### src/rtl/aifp_pkg.sv
package aifp_pkg;

   typedef enum logic [4:0] {
      PH_SKIP   = 5'b00001,
      PH_SIGN   = 5'b00010,
      PH_ZERO   = 5'b00100,
      PH_AFTERX = 5'b01000,
      PH_DIGITS = 5'b10000
   } phase_type;

   typedef enum logic [1:0] {
      BASE_DEC = 2'd0,
      BASE_OCT = 2'd1,
      BASE_HEX = 2'd2
   } base_type;

   localparam logic [2:0] CONV_SDEC = 3'd0;
   localparam logic [2:0] CONV_AUTO = 3'd1;
   localparam logic [2:0] CONV_OCT  = 3'd2;
   localparam logic [2:0] CONV_HEX  = 3'd3;
   localparam logic [2:0] CONV_UDEC = 3'd4;

   localparam logic [1:0] ST_OK        = 2'd0;
   localparam logic [1:0] ST_NO_DIGITS = 2'd1;
   localparam logic [1:0] ST_END_EARLY = 2'd2;

   localparam logic [1:0] REG_CONVERSION  = 2'd0;
   localparam logic [1:0] REG_MAX_WIDTH   = 2'd1;
   localparam logic [1:0] REG_RESULT_SIZE = 2'd2;

   localparam logic [4:0] NO_DIGIT = 5'd16;

   typedef struct packed {
      logic       at_end;
      logic       is_space;
      logic       is_plus;
      logic       is_minus;
      logic       is_x;
      logic [4:0] digit;
   } item_type;

   localparam int ITEM_BITS = $bits(item_type);

endpackage

### src/rtl/aifp_fifo.sv
module aifp_fifo
   #(parameter int WIDTH = 8,
     parameter int DEPTH = 2)
   (
   input  logic             clock,
   input  logic             reset,
   input  logic             push,
   input  logic [WIDTH-1:0] wr_data,
   output logic             full,
   input  logic             pop,
   output logic [WIDTH-1:0] rd_data,
   output logic             empty
   );

   localparam int PTR_BITS = (DEPTH > 1) ? $clog2(DEPTH) : 1;
   localparam int CNT_BITS = $clog2(DEPTH + 1);

   logic [WIDTH-1:0]    mem_ff [DEPTH];
   logic [PTR_BITS-1:0] wr_ptr_ff, wr_ptr_in;
   logic [PTR_BITS-1:0] rd_ptr_ff, rd_ptr_in;
   logic [CNT_BITS-1:0] count_ff, count_in;
   logic                do_push, do_pop;

   assign full    = (count_ff == CNT_BITS'(DEPTH));
   assign empty   = (count_ff == '0);
   assign do_push = push && !full;
   assign do_pop  = pop && !empty;
   assign rd_data = mem_ff[rd_ptr_ff];

   always_comb begin
      wr_ptr_in = wr_ptr_ff;
      rd_ptr_in = rd_ptr_ff;
      if (do_push) begin
         wr_ptr_in = (wr_ptr_ff == PTR_BITS'(DEPTH - 1)) ? '0 : wr_ptr_ff + 1'b1;
      end
      if (do_pop) begin
         rd_ptr_in = (rd_ptr_ff == PTR_BITS'(DEPTH - 1)) ? '0 : rd_ptr_ff + 1'b1;
      end
      count_in = CNT_BITS'(count_ff + CNT_BITS'(do_push) - CNT_BITS'(do_pop));
   end

   always_ff @(posedge clock) begin
      if (reset) begin
         wr_ptr_ff <= '0;
         rd_ptr_ff <= '0;
         count_ff  <= '0;
      end else begin
         wr_ptr_ff <= wr_ptr_in;
         rd_ptr_ff <= rd_ptr_in;
         count_ff  <= count_in;
      end
   end

   always_ff @(posedge clock) begin
      if (do_push) begin
         mem_ff[wr_ptr_ff] <= wr_data;
      end
   end

   a_count_bound: assert property (@(posedge clock) disable iff (reset)
      count_ff <= CNT_BITS'(DEPTH))
      else $error("queue count above depth");

   a_pop_moves: assert property (@(posedge clock) disable iff (reset)
      do_pop && !do_push |=> count_ff == $past(count_ff) - 1'b1)
      else $error("queue count did not drop on pop");

   a_push_moves: assert property (@(posedge clock) disable iff (reset)
      do_push && !do_pop |=> count_ff == $past(count_ff) + 1'b1)
      else $error("queue count did not rise on push");

endmodule

### src/rtl/aifp_front.sv
module aifp_front
   import aifp_pkg::*;
   (
   input  logic       clock,
   input  logic       reset,
   input  logic [7:0] req_ch,
   input  logic       req_at_end,
   input  logic       push,
   output logic       full,
   output logic       item_valid,
   output item_type   item,
   input  logic       item_take
   );

   localparam logic [7:0] CH_SPACE = 8'h20;
   localparam logic [7:0] CH_TAB   = 8'h09;
   localparam logic [7:0] CH_CR    = 8'h0D;
   localparam logic [7:0] CH_PLUS  = 8'h2B;
   localparam logic [7:0] CH_MINUS = 8'h2D;
   localparam logic [7:0] CH_0     = 8'h30;
   localparam logic [7:0] CH_9     = 8'h39;
   localparam logic [7:0] CH_UA    = 8'h41;
   localparam logic [7:0] CH_UF    = 8'h46;
   localparam logic [7:0] CH_LA    = 8'h61;
   localparam logic [7:0] CH_LF    = 8'h66;
   localparam logic [7:0] CH_UX    = 8'h58;
   localparam logic [7:0] CH_LX    = 8'h78;

   item_type             cls;
   logic [ITEM_BITS-1:0] q_data;
   logic                 q_empty;

   always_comb begin
      cls.at_end   = req_at_end;
      cls.is_space = (req_ch == CH_SPACE) || (req_ch inside {[CH_TAB:CH_CR]});
      cls.is_plus  = (req_ch == CH_PLUS);
      cls.is_minus = (req_ch == CH_MINUS);
      cls.is_x     = (req_ch == CH_UX) || (req_ch == CH_LX);
      if (req_ch inside {[CH_0:CH_9]}) begin
         cls.digit = 5'(req_ch - CH_0);
      end else if (req_ch inside {[CH_UA:CH_UF]}) begin
         cls.digit = 5'(req_ch - CH_UA + 8'd10);
      end else if (req_ch inside {[CH_LA:CH_LF]}) begin
         cls.digit = 5'(req_ch - CH_LA + 8'd10);
      end else begin
         cls.digit = NO_DIGIT;
      end
   end

   aifp_fifo #(.WIDTH(ITEM_BITS), .DEPTH(2)) u_item_queue (
      .clock   (clock),
      .reset   (reset),
      .push    (push),
      .wr_data (cls),
      .full    (full),
      .pop     (item_take),
      .rd_data (q_data),
      .empty   (q_empty)
   );

   assign item_valid = !q_empty;
   assign item       = item_type'(q_data);

endmodule

### src/rtl/aifp_back.sv
module aifp_back
   import aifp_pkg::*;
   #(parameter int VALUE_BITS = 32,
     parameter int WIDTH_BITS = 8)
   (
   input  logic                  clock,
   input  logic                  reset,
   input  logic [2:0]            conversion,
   input  logic [WIDTH_BITS-1:0] max_width,
   input  logic                  item_valid,
   input  item_type              item,
   output logic                  item_take,
   input  logic                  out_ready,
   output logic                  emit,
   output logic [VALUE_BITS-1:0] mag_o,
   output logic                  neg_o,
   output logic [1:0]            status_o,
   output logic [7:0]            consumed_o,
   output logic [1:0]            returned_o
   );

   localparam int CNT_BITS = WIDTH_BITS + 1;
   localparam int CW       = (CNT_BITS > 8) ? CNT_BITS : 8;

   phase_type             phase_ff, phase_in;
   base_type              base_ff, base_in;
   logic [VALUE_BITS-1:0] acc_ff, acc_in;
   logic                  negative_ff, negative_in;
   logic                  sign_seen_ff, sign_seen_in;
   logic [CNT_BITS-1:0]   count_ff, count_in;

   logic                  step;
   logic [1:0]            status;
   logic [CNT_BITS-1:0]   used;
   logic [CW-1:0]         used_ext;
   logic [1:0]            back;
   logic [CNT_BITS-1:0]   cnt_inc;
   logic [2:0]            conv_eff;

   logic                  sn_zero_pref, sn_digit_ok, sn_sign;
   base_type              sn_base;
   logic [CNT_BITS-1:0]   sn_count;

   base_type              ds_base;
   logic                  ds_digit_ok;
   logic [VALUE_BITS-1:0] ds_acc;

   function automatic logic width_full(input logic [CNT_BITS-1:0] cnt,
                                       input logic [WIDTH_BITS-1:0] w);
      return (w != '0) && (cnt >= {1'b0, w});
   endfunction

   function automatic logic [4:0] base_limit(input base_type b);
      logic [4:0] lim;
      case (b)
         BASE_OCT: lim = 5'd8;
         BASE_HEX: lim = 5'd16;
         default:  lim = 5'd10;
      endcase
      return lim;
   endfunction

   function automatic logic [VALUE_BITS-1:0] mul_add(input logic [VALUE_BITS-1:0] a,
                                                     input base_type b,
                                                     input logic [4:0] d);
      logic [VALUE_BITS-1:0] r;
      case (b)
         BASE_OCT: r = (a << 3) + VALUE_BITS'(d);
         BASE_HEX: r = (a << 4) + VALUE_BITS'(d);
         default:  r = (a << 3) + (a << 1) + VALUE_BITS'(d);
      endcase
      return r;
   endfunction

   assign step      = item_valid && out_ready;
   assign item_take = step;
   assign cnt_inc   = (&count_ff) ? count_ff : count_ff + 1'b1;
   assign conv_eff  = (conversion > CONV_UDEC) ? CONV_SDEC : conversion;

   // first character after any sign
   assign sn_count     = (phase_ff == PH_SKIP) ? CNT_BITS'(1) : cnt_inc;
   assign sn_sign      = (phase_ff == PH_SKIP) ? 1'b0 : sign_seen_ff;
   assign sn_zero_pref = ((conv_eff == CONV_AUTO) || (conv_eff == CONV_HEX))
                         && (item.digit == 5'd0);

   always_comb begin
      case (conv_eff)
         CONV_AUTO: begin
            if (sn_zero_pref) begin
               sn_base = BASE_OCT;
            end else begin
               sn_base = (item.digit < 5'd10) ? BASE_DEC : BASE_HEX;
            end
         end
         CONV_OCT: sn_base = BASE_OCT;
         CONV_HEX: sn_base = BASE_HEX;
         default:  sn_base = BASE_DEC;
      endcase
   end

   assign sn_digit_ok = sn_zero_pref || (item.digit < base_limit(sn_base));

   // digit after the field has started
   assign ds_base     = (phase_ff == PH_AFTERX) ? BASE_HEX : base_ff;
   assign ds_digit_ok = item.digit < base_limit(ds_base);
   assign ds_acc      = mul_add(acc_ff, ds_base, item.digit);

   always_comb begin
      phase_in     = phase_ff;
      base_in      = base_ff;
      acc_in       = acc_ff;
      negative_in  = negative_ff;
      sign_seen_in = sign_seen_ff;
      count_in     = count_ff;
      emit         = 1'b0;
      status       = ST_OK;
      used         = count_ff;
      back         = 2'd0;
      case (phase_ff)
         PH_SKIP, PH_SIGN: begin
            if (item.at_end) begin
               emit   = 1'b1;
               status = (phase_ff == PH_SKIP) ? ST_END_EARLY : ST_NO_DIGITS;
               back   = (phase_ff == PH_SKIP) ? 2'd0 : 2'd1;
            end else if ((phase_ff == PH_SKIP) && item.is_space) begin
               phase_in = PH_SKIP;
            end else if ((phase_ff == PH_SKIP) && (item.is_plus ||
                         (item.is_minus && (conversion != CONV_UDEC)))) begin
               sign_seen_in = 1'b1;
               negative_in  = item.is_minus;
               phase_in     = PH_SIGN;
               count_in     = CNT_BITS'(1);
               if (width_full(CNT_BITS'(1), max_width)) begin
                  emit   = 1'b1;
                  status = ST_NO_DIGITS;
                  back   = 2'd1;
               end
            end else begin
               if (phase_ff == PH_SKIP) begin
                  sign_seen_in = 1'b0;
                  negative_in  = 1'b0;
               end
               count_in = sn_count;
               base_in  = sn_base;
               if (!sn_digit_ok) begin
                  emit   = 1'b1;
                  status = ST_NO_DIGITS;
                  back   = sn_sign ? 2'd2 : 2'd1;
               end else begin
                  acc_in   = sn_zero_pref ? '0 : VALUE_BITS'(item.digit);
                  phase_in = sn_zero_pref ? PH_ZERO : PH_DIGITS;
                  if (width_full(sn_count, max_width)) begin
                     emit = 1'b1;
                     used = sn_count;
                  end
               end
            end
         end
         PH_ZERO, PH_AFTERX, PH_DIGITS: begin
            if (item.at_end) begin
               emit = 1'b1;
               if (phase_ff == PH_AFTERX) begin
                  used = count_ff - 1'b1;
                  back = 2'd1;
               end
            end else if ((phase_ff == PH_ZERO) && item.is_x) begin
               count_in = cnt_inc;
               phase_in = PH_AFTERX;
               if (width_full(cnt_inc, max_width)) begin
                  emit = 1'b1;
                  used = cnt_inc - 1'b1;
                  back = 2'd1;
               end
            end else if ((phase_ff == PH_AFTERX) && (item.digit == NO_DIGIT)) begin
               emit = 1'b1;
               used = count_ff - 1'b1;
               back = 2'd2;
            end else if (!ds_digit_ok) begin
               emit = 1'b1;
               back = 2'd1;
            end else begin
               count_in = cnt_inc;
               acc_in   = ds_acc;
               base_in  = ds_base;
               phase_in = PH_DIGITS;
               if (width_full(cnt_inc, max_width)) begin
                  emit = 1'b1;
                  used = cnt_inc;
               end
            end
         end
         default: begin
            phase_in = PH_SKIP;
         end
      endcase
   end

   assign used_ext   = CW'(used);
   assign status_o   = status;
   assign returned_o = back;
   assign neg_o      = negative_in;
   assign mag_o      = (status == ST_OK) ? acc_in : '0;
   assign consumed_o = (status != ST_OK) ? 8'd0 :
                       (used_ext > CW'(255)) ? 8'hFF : used_ext[7:0];

   always_ff @(posedge clock) begin
      if (reset || (step && emit)) begin
         phase_ff     <= PH_SKIP;
         base_ff      <= BASE_DEC;
         acc_ff       <= '0;
         negative_ff  <= 1'b0;
         sign_seen_ff <= 1'b0;
         count_ff     <= '0;
      end else if (step) begin
         phase_ff     <= phase_in;
         base_ff      <= base_in;
         acc_ff       <= acc_in;
         negative_ff  <= negative_in;
         sign_seen_ff <= sign_seen_in;
         count_ff     <= count_in;
      end
   end

   a_skip_clean: assert property (@(posedge clock) disable iff (reset)
      phase_ff == PH_SKIP |-> count_ff == '0 && acc_ff == '0 && !sign_seen_ff)
      else $error("field state not clear while skipping");

   a_sign_seen: assert property (@(posedge clock) disable iff (reset)
      phase_ff == PH_SIGN |-> sign_seen_ff && count_ff != '0)
      else $error("sign phase without sign");

   a_fail_zero: assert property (@(posedge clock) disable iff (reset)
      step && emit && status_o != ST_OK |-> mag_o == '0 && consumed_o == 8'd0)
      else $error("failed conversion carries data");

   a_restart: assert property (@(posedge clock) disable iff (reset)
      step && emit |=> phase_ff == PH_SKIP)
      else $error("field did not restart after result");

endmodule

### src/rtl/ascii_integer_field_parser.sv
// Parses one integer field at a time from a stream of characters, one character per
// transfer on the req side, in the manner of a scanf integer conversion: leading
// whitespace is skipped, an optional sign and (hex or auto base) 0x prefix are taken,
// and digits are accumulated until a non-digit, the end mark or the field width ends
// the field, which yields one transfer on the rsp side. Registers: conversion at 0x0
// (0 signed decimal, 1 auto base, 2 octal, 3 hex, 4 unsigned decimal), max_width at
// 0x4 (0 unlimited), result_size at 0x8 (0 truncate to 16 bits). Write them only while
// no field is being delivered. The block takes one character every cycle while full is
// low; a small queue sits after the character classifier and another after the
// shift-add step, so an accepted character is held in the item queue and the result
// of its field in the response queue, and each side can stall on its own.
module ascii_integer_field_parser
   import aifp_pkg::*;
   #(parameter int VALUE_BITS = 32,
     parameter int WIDTH_BITS = 8)
   (
   input  logic        clock,
   input  logic        reset,
   input  logic [7:0]  req_ch,
   input  logic        req_at_end,
   input  logic        push,
   output logic        full,
   output logic [31:0] rsp_value,
   output logic [1:0]  rsp_status,
   output logic [7:0]  rsp_consumed,
   output logic [1:0]  rsp_returned,
   output logic        empty,
   input  logic        pop,
   input  logic        psel,
   input  logic        penable,
   input  logic        pwrite,
   input  logic [3:0]  paddr,
   input  logic [31:0] pwdata,
   output logic [31:0] prdata,
   output logic        pready
   );

   localparam int RSP_BITS = VALUE_BITS + 13;
   localparam int EXT_BITS = (VALUE_BITS > 32) ? VALUE_BITS : 32;

   logic [2:0]            conversion_ff;
   logic [WIDTH_BITS-1:0] max_width_ff;
   logic                  result_size_ff;
   logic                  csr_write;
   logic [1:0]            csr_index;

   logic                  item_valid, item_take;
   item_type              item;

   logic                  emit, out_full;
   logic [VALUE_BITS-1:0] mag;
   logic                  neg;
   logic [1:0]            status;
   logic [7:0]            consumed;
   logic [1:0]            returned;
   logic [RSP_BITS-1:0]   rsp_data;

   logic [VALUE_BITS-1:0] head_mag, head_signed;
   logic                  head_neg;
   logic [EXT_BITS-1:0]   head_ext;

   assign pready    = 1'b1;
   assign csr_write = psel && penable && pwrite && pready;
   assign csr_index = paddr[3:2];

   always_ff @(posedge clock) begin
      if (reset) begin
         conversion_ff  <= CONV_SDEC;
         max_width_ff   <= '0;
         result_size_ff <= 1'b1;
      end else if (csr_write) begin
         case (csr_index)
            REG_CONVERSION:  conversion_ff  <= pwdata[2:0];
            REG_MAX_WIDTH:   max_width_ff   <= pwdata[WIDTH_BITS-1:0];
            REG_RESULT_SIZE: result_size_ff <= pwdata[0];
            default:         conversion_ff  <= conversion_ff;
         endcase
      end
   end

   always_comb begin
      case (csr_index)
         REG_CONVERSION:  prdata = 32'(conversion_ff);
         REG_MAX_WIDTH:   prdata = 32'(max_width_ff);
         REG_RESULT_SIZE: prdata = 32'(result_size_ff);
         default:         prdata = '0;
      endcase
   end

   aifp_front u_front (
      .clock      (clock),
      .reset      (reset),
      .req_ch     (req_ch),
      .req_at_end (req_at_end),
      .push       (push),
      .full       (full),
      .item_valid (item_valid),
      .item       (item),
      .item_take  (item_take)
   );

   aifp_back #(.VALUE_BITS(VALUE_BITS), .WIDTH_BITS(WIDTH_BITS)) u_back (
      .clock      (clock),
      .reset      (reset),
      .conversion (conversion_ff),
      .max_width  (max_width_ff),
      .item_valid (item_valid),
      .item       (item),
      .item_take  (item_take),
      .out_ready  (!out_full),
      .emit       (emit),
      .mag_o      (mag),
      .neg_o      (neg),
      .status_o   (status),
      .consumed_o (consumed),
      .returned_o (returned)
   );

   aifp_fifo #(.WIDTH(RSP_BITS), .DEPTH(2)) u_rsp_queue (
      .clock   (clock),
      .reset   (reset),
      .push    (emit && item_take),
      .wr_data ({mag, neg, status, consumed, returned}),
      .full    (out_full),
      .pop     (pop),
      .rd_data (rsp_data),
      .empty   (empty)
   );

   // sign and size applied on the way out of the queue
   assign {head_mag, head_neg, rsp_status, rsp_consumed, rsp_returned} = rsp_data;
   assign head_signed = head_neg ? VALUE_BITS'(~head_mag + 1'b1) : head_mag;
   assign head_ext    = EXT_BITS'(head_signed);
   assign rsp_value   = result_size_ff ? head_ext[31:0] : {16'h0000, head_ext[15:0]};

endmodule

### config.mk
export PLATFORM = sky130hd
export DESIGN_NAME = ascii_integer_field_parser
export DESIGN_NICKNAME = d
export VERILOG_FILES = /design/src/rtl/aifp_pkg.sv /design/src/rtl/aifp_fifo.sv /design/src/rtl/aifp_front.sv /design/src/rtl/aifp_back.sv /design/src/rtl/ascii_integer_field_parser.sv
export SDC_FILE = /design/constraint.sdc
export NUM_CORES = 1
export LEC_CHECK = 0
export BUFFER_PORTS_ARGS = -buffer_cell sky130_fd_sc_hd__buf_2
export CAP_MARGIN = 30
export CORE_ASPECT_RATIO = 1.5
export CORE_MARGIN = 1.5
export CORE_UTILIZATION = 38
export CTS_BUF_LIST = sky130_fd_sc_hd__clkbuf_4
export CTS_CLUSTER_SIZE = 10
export DETAILED_ROUTE_END_ITERATION = 8
export PLACE_DENSITY_LB_ADDON = 0.1
export SYNTH_ARGS = -nofsm -noshare
export SYNTH_HDL_FRONTEND = slang
export SYNTH_HIERARCHICAL = 1
export SYNTH_SLANG_ARGS = --single-unit
### constraint.sdc
create_clock -name clock -period 9.64 [get_ports clock]
set_input_delay 2.41 -clock clock [delete_from_list [all_inputs] [get_ports clock]]
set_output_delay 2.41 -clock clock [all_outputs]
set_load 0.01 [all_outputs]
# After elaboration in Yosys (flattened, before gate mapping)
# Memory sizes are Yosys's and may differ from the RTL's. A register that Yosys moved wholly into a read port is not among the register bits.
# Index checks and enable logic that the tools add are counted.
[word_totals]
regBits = 70
latchBits = 0
ram_bits = 110
romBits = 0
inputBits = 52
word_cells = 258
mem_count = 2
[memory_table]
columns = ["memory", "depth", "width", "rd", "rd_ports_with_merged_regs", "write_ports", "line", "source"]
rows = [
  ["u_rsp_queue.mem_ff", 2, 45, 1, 1, 1, "aifp_fifo.sv:18", "logic [WIDTH-1:0] mem_ff [DEPTH];"],
  ["u_front.u_item_queue.mem_ff", 2, 10, 1, 1, 1, "aifp_fifo.sv:18", ""],
]
[op_classes]
add_sub_neg = 21
n_mul = 0
n_div = 0
order_cmp = 16
n_eq_ne = 33
shifts = 0
n_mux = 119
n_bitwise = 3
n_reduce_logical = 49
[op_table]
columns = ["op", "count"]
rows = [
  ["two-way mux 32 bit", 11],
  ["two-way mux 9 bit", 21],
  ["one-hot mux 32 bit (2 select lines)", 2],
  ["adder 32 x 5 -> 32 bit", 3],
  ["two-way mux 5 bit", 13],
  ["two-way mux 2 bit", 23],
  ["two-way mux 1 bit", 36],
  ["one-hot mux 9 bit (2 select lines)", 2],
  ["adder 32 x 1 -> 32 bit, second input constant", 1],
  ["adder 32 bit", 1],
  ["NOT 32 bit", 1],
  ["one-hot mux 5 bit (2 select lines)", 3],
  ["equality test 8 x 6 -> 1 bit, second input constant", 3],
  ["one-hot mux 8 bit (3 select lines)", 1],
  ["logical AND 1 bit", 21],
  ["greater-or-equal comparator 9 x 8 -> 1 bit", 2],
  ["AND reduction 9 bit", 2],
  ["subtractor 9 x 1 -> 9 bit, second input constant", 2],
  ["equality test 8 x 7 -> 1 bit, second input constant", 2],
  ["greater-or-equal comparator 8 x 7 -> 1 bit, second input constant", 2],
  ["less-or-equal comparator 8 x 7 -> 1 bit, second input constant", 2],
  ["two-way mux 8 bit", 2],
  ["inequality test 2 bit, second input constant", 6],
  ["adder 5 x 4 -> 5 bit, second input constant", 2],
  ["other kinds (46)", 77],
]

# Depth between registers and ports, before layout
# Gate-level depths: netlist (run 1).
[depth]
word_depth = 20
ltp_mapped = 23
ltp_nobuf = 22

# By module
# The synthesis (run 1) kept the hierarchy.
[modules_own_cells]
columns = ["module", "n_inst", "cells_per_inst", "area_per_inst_um2"]
rows = [
  ["aifp_back", 1, 1183, 8369.3],
  ["aifp_fifo at u_rsp_queue", 1, 167, 3478.3],
  ["ascii_integer_field_parser", 1, 247, 1776.7],
  ["aifp_fifo at u_front.u_item_queue", 1, 58, 953.4],
  ["aifp_front", 1, 40, 300.3],
]

# Least setup slack after synthesis (run 1)
# OpenSTA, ideal clock, no wires.
[synth_path]
path_kind = "in2out"
startpoint = "input port paddr[2]"
endpoint = "output port prdata[3]"
arrival_time_ns = 3.069
t_required_ns = 7.230
slack_ns = 4.161
path_stages = 3
path_buffers = 1
cell_sequence = "clkbuf_1 > nor2b_1 > and2_1"
[synth_via]
elab_chain_len = 2
[synth_lines]
columns = ["element", "line", "source"]
rows = [
  ["start: declaration", "ascii_integer_field_parser.sv:32", "input logic [3:0] paddr,"],
  ["equality test 2 bit, or another cell as far along", "ascii_integer_field_parser.sv:82", "case (csr_index)"],
  ["one-hot mux 8 bit (3 select lines) *", "ascii_integer_field_parser.sv:82", ""],
  ["end: declaration", "ascii_integer_field_parser.sv:34", "output logic [31:0] prdata,"],
]
# Mark *: on every way between the ends. The rest lies on a longest branch, timed or not.

==> flow_summary_export.csv, run 1 <==
group,metric,value,unit
worst_setup_path,slowest_delay,0.75,ns
worst_setup_path,crit_family,"simple AND/OR/NAND/NOR gates",
final_layout,layout.nets,1848,
timing,worstMarginPinSlew,0.874,ns
clock_network,cts_buffers,17,
power,leakage,6.08,nW
worst_setup_path,critPathRequiredTime,7.23,ns
clock_network,cts_buffer_depth,2,
synthesis,ys_seq_area_share,31.9,%
die,die_h,245,um
routing,avgRoutedWirePerCell,20.8,um
timing,skew,0.0226,ns
global_routing,grt_pass1_vias,12400,
synthesis,synthArstFlopShare,0,%
global_routing,grt_antenna_before_repair,1,
outcome,status,"completed",
global_routing,grt_pass1_wl,70600,um
global_routing,gr-usage-met1,24.7,%
synthesis,synth_top_cell_by_area,"edfxtp_1",
synthesis,synth.cell_area,0.0149,mm2
power,power.density,269,mW/mm2
place,hpwl,33600,um
die,initial_core_util,38.6,%
power,power.switching,2.13,mW
timing,max_freq,0.156,GHz
clock_network,cts_resized,0,
synthesis,ys_ff_latch,182,
power,p_int,2.09,mW
power,p_sw_share,50.6,%
power,power_frac_seq,30.4,%
synthesis,synth_area_leaders,"edfxtp_1, dfxtp_1, ha_1, nor2_1, mux2_2",
routing,vias,12900,
timing,whs,0.465,ns
global_routing,use_met2,43.0,%
final_layout,drive_above_1_share,14.6,%
synthesis,netlist.area_leader.share,22.2,%
synthesis,synth-edff-count,110,
routing,drtAntennaViolNets,0,
routing,first_pass_iters,5,
timing,tns,0,ns
synthesis,ys_warn_count,6,
worst_setup_path,cp_max_fo,24,
worst_setup_path,reg2reg_slack,4.14,ns
routing,drc,0,
worst_setup_path,start_kind,"flip-flop",
worst_setup_path,worstSetupPathType,"flip-flop to output port",
power,clkPwrFrac,10.4,%
die,io_pins,131,
global_routing,grt_max_degree,54,
power,ir_worst_vdd,154,uV
place,io_buffers,79,
global_routing,use_met3,2.46,%
synthesis,yosysMostFrequentCell,"nor2_1",
synthesis,syn_inst,1695,
clock_network,htree_levels,4,
clock_network,cts_tree,"built",
run,maxCapViolations,0,
timing,relSlewSlack,41.8,%
power,pwr-share-comb,59.1,%
timing,final.min_clock_period,6.40,ns
clock_network,postCtsSetupRepairBufs,0,
global_routing,grt_usage,22.9,%
synthesis,synthTopCellsByCount,"nor2_1, nand2_1, edfxtp_1, a21oi_1, ha_1",
clock_network,root_buffer,"clkbuf_4",
routing,drt-total-wl,45800,um
worst_setup_path,critPathArrivalTime,3.99,ns
place,gp_congestion,0.944,
die,placementRows,88,
routing,drt_iter0_markers,1000,
timing,maxSlewViolCount,0,
routing,vias_per_cell,5.85,
synthesis,synth_cell_type_count,107,
die,core-area,0.0385,mm2
worst_setup_path,path_cells,"buf_4, mux2_2, or4_1, nor4_2, a21oi_1, or3_1, buf_2",
timing,rsz0062_at_grt,"false",
timing,fin_crit_sh,66.3,%
worst_setup_path,crit_slowest_cell,"dfxtp_2",
die,die_area,0.0404,mm2
worst_setup_path,path_buf_inv,2,
synthesis,syn_avg_cell_area,8.78,um2
clock_network,cts_sinks,182,
die,die_x,165,um
global_routing,grt_busiest_layer,"met2",
worst_setup_path,end_kind,"output port",
timing,setup_viol,0,
hold_path,hold_path_class,"flip-flop to flip-flop",
clock_network,cts.clk_slew.worst_paths,0.17,ns
timing,final_hold_viol_count,0,
global_routing,grt_overflow_total,0,
final_layout,syn_to_final_growth,5.36,%
synthesis,ys.flop_type,"edfxtp_1",
clock_network,worstSkewPairLatency,0.65,ns
clock_network,cts_hold_buf,0,
## state kept, by name (all words and copies together), names as in the netlist, 2 cells and up, named ones only
register,cells
u_rsp_queue/count_ff,2
u_front/u_item_queue/mem_ff,20
u_front/u_item_queue/count_ff,2
u_back/phase_ff,5
u_back/count_ff,9
conversion_ff,3
u_back/acc_ff,32
u_back/base_ff,2
max_width_ff,8
u_rsp_queue/mem_ff,90
## metal layers
layer	vias up	wire length (um)
li1	6234	-
met1	6183	17500
met2	380	24600
met3	91	1480
met4	0	2240
met5	-	0
## power by group through the flow
| stage | sequential (mW) | clock [mW] | combinational [mW] |
|---|---|---|---|
| 2_1_floorplan | 1.17 | 0 | 1.88 |
| 3_3_place_gp | 1.30 | 0 | 2.49 |
| 3_5_place_dp | 1.31 | 0 | 2.51 |
| 4_1_cts | 1.29 | 0.460 | 2.52 |
| 5_1_grt | 1.32 | 0.487 | 2.74 |
| 6_report | 1.28 | 0.439 | 2.50 |
## final cells by class
cell class / count / area (um2)
inverters: 54 / 203
fillers: 3922 / 22900
repair buffers: 98 / 536
flip-flops and latches: 182 / 4750
clock inverters: 15 / 154
diodes: 1 / 2.50
clock buffers: 17 / 128
well taps: 495 / 619
multi-input cells: 1342 / 9290
## cell families after synthesis
family | Yosys count | synth area share, %
buffers and inverters | 194 | 6.28
other | 2 | 0.0505
and+or+nand+nor | 609 | 21.3
muxes | 98 | 7.12
xor gates and xnor gates | 100 | 5.89
adders and majority gates | 101 | 8.70
AOI/OAI and AO/OA | 409 | 18.8
DFF | 182 | 31.9
## metrics by stage
stage	util, %	worst slack (ns)	std cells	power, mW	instance area (um2)
4_1_cts	40.7	3.17	2203	4.27	15700
5_1_grt	40.7	3.03	2204	4.54	15700
3_3_place_gp	39.9	3.94	2170	3.79	15400
3_5_place_dp	39.9	3.94	2171	3.81	15400
2_1_floorplan	-	4.16	1718	3.05	15000
6_report	40.7	3.24	2204	4.22	15700
## layout by cell type (no fill, tap or decap), types with 17 or more instances in the layout
| cell | count |
|---|---|
| nand3_1 | 54 |
| a211oi_1 | 30 |
| xnor2_1 | 64 |
| dfxtp_1 | 71 |
| mux2_2 | 55 |
| nor3_1 | 40 |
| a31oi_1 | 25 |
| and3_1 | 18 |
| nand4_1 | 26 |
| ha_1 | 97 |
| buf_4 | 18 |
| edfxtp_1 | 110 |
| conb_1 | 25 |
| buf_2 | 80 |
| clkbuf_4 | 17 |
| mux2i_1 | 37 |
| a221oi_1 | 20 |
| xor2_1 | 36 |
| a21oi_1 | 103 |
| nand2_1 | 136 |
| nand2b_1 | 30 |
| o21ai_0 | 71 |
| inv_1 | 50 |
| nor2_1 | 168 |
## worst paths after layout
path | start | endpoint | cells past startpoint
setup / recovery | flip-flop | rsp_value[31] | 7
hold / removal | u_back/acc_ff[31] | u_back/acc_ff[31] | 2
setup reg to reg | u_back/count_ff[0] | u_rsp_queue/mem_ff[0][26] | 16
hold reg to reg | u_back/acc_ff[31] | u_back/acc_ff[31] | 2
## worst register-to-register path, cell delays in order, from the launching register on
cell	delay [ns]
dfxtp_1	0.63
ha_1	0.42
and4_1	0.30
nand3_1	0.20
mux2i_2	0.49
nor2_1	0.16
ha_1	0.32
a31oi_1	0.10
o21ai_0	0.37
a41oi_2	0.29
and2b_1	0.25
o211ai_2	0.27
and2_1	0.24
inv_1	0.06
or3_1	0.38
inv_2	0.06
buf_4	0.50
No activity file was read; power rests on OpenSTA's default activity.
==> inputs of run 2 (changes only) <==
==> constraint.sdc (replaced) <==
create_clock -name clock -period 6.45 [get_ports clock]
set_input_delay 1.6125 -clock clock [delete_from_list [all_inputs] [get_ports clock]]
set_output_delay 1.6125 -clock clock [all_outputs]
set_load 0.01 [all_outputs]
==> run 2 against run 1 <==
First-iteration DRC count fell by 8.2%. Non-clock buffer count rose by 6. Clock power rose by 60%. Sequential power rose by 50%. Critical path depth did not move. Count of clock-buffer cells in the layout did not move. Final area rose by 0.57%. Register-to-register slack got worse by 3.1 ns. Combinational power rose by 51%. Die area did not move. Global-route usage rose by 0.37 points. Sequential share of layout area fell by 0.17 points. Largest power group unchanged.
==> flow_summary_export.csv, run 2 (synthesis gave the netlist of run 1 again) <==
group,metric,value,unit
outcome,status,"completed",
global_routing,grt_pass1_vias,12500,
timing,fin_crit_sh,87.1,%
final_layout,final_common_cell,"nor2_1",
die,initial_core_util,38.6,%
clock_network,postCtsSetupRepairBufs,0,
place,dp.cells,2177,
global_routing,grt_overflow_total,0,
place,io_buffers,79,
worst_setup_path,critPathArrivalTime,4.01,ns
clock_network,cts_buffer_depth,2,
global_routing,grt_pass1_wl,71400,um
run,maxCapViolations,0,
final_layout,max_flop_register,"u_rsp_queue/mem_ff",
routing,first_pass_iters,6,
clock_network,worstSkewPairLatency,0.65,ns
die,die_h,245,um
timing,maxSlewViolCount,0,
clock_network,cts_tree,"built",
worst_setup_path,path_buf_inv,2,
timing,relSlewSlack,29.4,%
global_routing,use_met3,2.82,%
routing,vias_per_cell,5.81,
final_layout,final_cells,2210,
final_layout,reg.largest.list,"u_rsp_queue/mem_ff (90), u_back/acc_ff (32), u_front/u_item_queue/mem_ff (20)",
global_routing,grt_antenna_before_repair,1,
worst_setup_path,path_cells,"buf_4, mux2_2, nor4_1, nand4_1, o41ai_1, mux2i_1, buf_2",
timing,final.min_clock_period,5.62,ns
routing,drt_iter0_markers,918,
routing,drc,0,
clock_network,htree_levels,4,
timing,max_freq,0.178,GHz
clock_network,root_buffer,"clkbuf_4",
worst_setup_path,cp_max_fo,30,
die,placementRows,88,
timing,final_hold_viol_count,0,
routing,drt-total-wl,46200,um
place,hpwl,35100,um
final_layout,syn_to_final_growth,5.95,%
timing,worstMarginPinSlew,1.05,ns
timing,tns,0,ns
power,leakage,6.14,nW
final_layout,drive_above_1_share,14.9,%
routing,avgRoutedWirePerCell,20.9,um
worst_setup_path,reg2reg_slack,1.07,ns
final_layout,largest_register_ffs,90,
hold_path,hold_path_class,"flip-flop to flip-flop",
clock_network,cts.clk_slew.worst_paths,0.17,ns
final_layout,layout.nets,1854,
timing,setup_viol,0,
clock_network,cts_sinks,182,
power,ir_worst_vdd,256,uV
global_routing,grt_usage,23.2,%
clock_network,cts_buffers,17,
worst_setup_path,crit_family,"simple AND/OR/NAND/NOR gates",
clock_network,cts_hold_buf,0,
die,core-area,0.0385,mm2
place,gp_congestion,0.896,
worst_setup_path,critPathRequiredTime,4.84,ns
clock_network,cts_resized,0,
worst_setup_path,r2r_start,"u_back/count_ff[0]",
final_layout,postLayoutCoreUtil,40.9,%
hold_path,min_from,"u_back/acc_ff[31]",
routing,drtAntennaViolNets,0,
timing,skew,0.0352,ns
power,power.density,405,mW/mm2
power,finalPower,6.39,mW
global_routing,gr-usage-met1,25.8,%
global_routing,use_met2,42.3,%
global_routing,grt_max_degree,54,
routing,vias,12800,
worst_setup_path,crit_slowest_cell,"nor4_1",
worst_setup_path,slowest_delay,0.67,ns
die,io_pins,131,
global_routing,grt_busiest_layer,"met2",
final_layout,final_cell_mix,"nor2_1, nand2_1, edfxtp_1",
worst_setup_path,worstSetupPathType,"flip-flop to output port",
die,die_area,0.0404,mm2
timing,rsz0062_at_grt,"false",
worst_setup_path,start_kind,"flip-flop",
die,die_x,165,um
worst_setup_path,end_kind,"output port",
## run 2: changes by cell type in the layout (fill, tap and decap cells not counted), sizes merged
cell      change
buf           +6
clkinv        +4
clkinvlp      -4
## run 2: layout make-up
class	count	area (um2)
Antenna cell	1	2.50
Clock buffer	17	128
Clock inverter	15	195
Fill cell	3974	22800
Inverter	54	203
Multi-Input combinational cell	1342	9290
Sequential cell	182	4750
Tap cell	495	619
Timing Repair Buffer	104	583
## run 2: through the flow
stage	worst slack, ns	hold slack (ns)	cell area, um2
floorplan	1.72	0.431	15000
global placement	1.14	0.439	15400
detailed placement	1.09	0.451	15400
CTS	0.675	0.473	15800
global route	0.466	0.510	15800
finish	0.829	0.474	15800
## run 2: per-layer routing
layer  wire, um  up-vias
met5          0        -
met4       2440        0
met3       1460      110
met2      24400      349
met1      17900     6127
li1           -     6244
## run 2: report_power, final
| group | leakage (nW) | switching (mW) | internal [mW] |
|---|---|---|---|
| Sequential | 1.62 | 0.310 | 1.61 |
| Clock | 0.169 | 0.511 | 0.191 |
| Combinational | 4.35 | 2.41 | 1.36 |
## run 2: worst reg2reg max path: stages, from the launching register on
cell and delay (ns):
dfxtp_1 0.64, ha_1 0.42, and4_1 0.29, nand3_1 0.17, mux2i_2 0.47, nor2_1 0.18
ha_1 0.33, a31oi_1 0.07, o21ai_0 0.33, a41oi_2 0.26, and2b_1 0.24, o211ai_2 0.21
and2_1 0.19, inv_1 0.05, or3_1 0.38, inv_2 0.51, buf_4 0.35
## run 2: final timing paths
kind                               to  cells after the start
max                     rsp_value[19]                      7
min                 u_back/acc_ff[31]                      2
max reg2reg  u_rsp_queue/mem_ff[0][1]                     16
min reg2reg         u_back/acc_ff[31]                      2
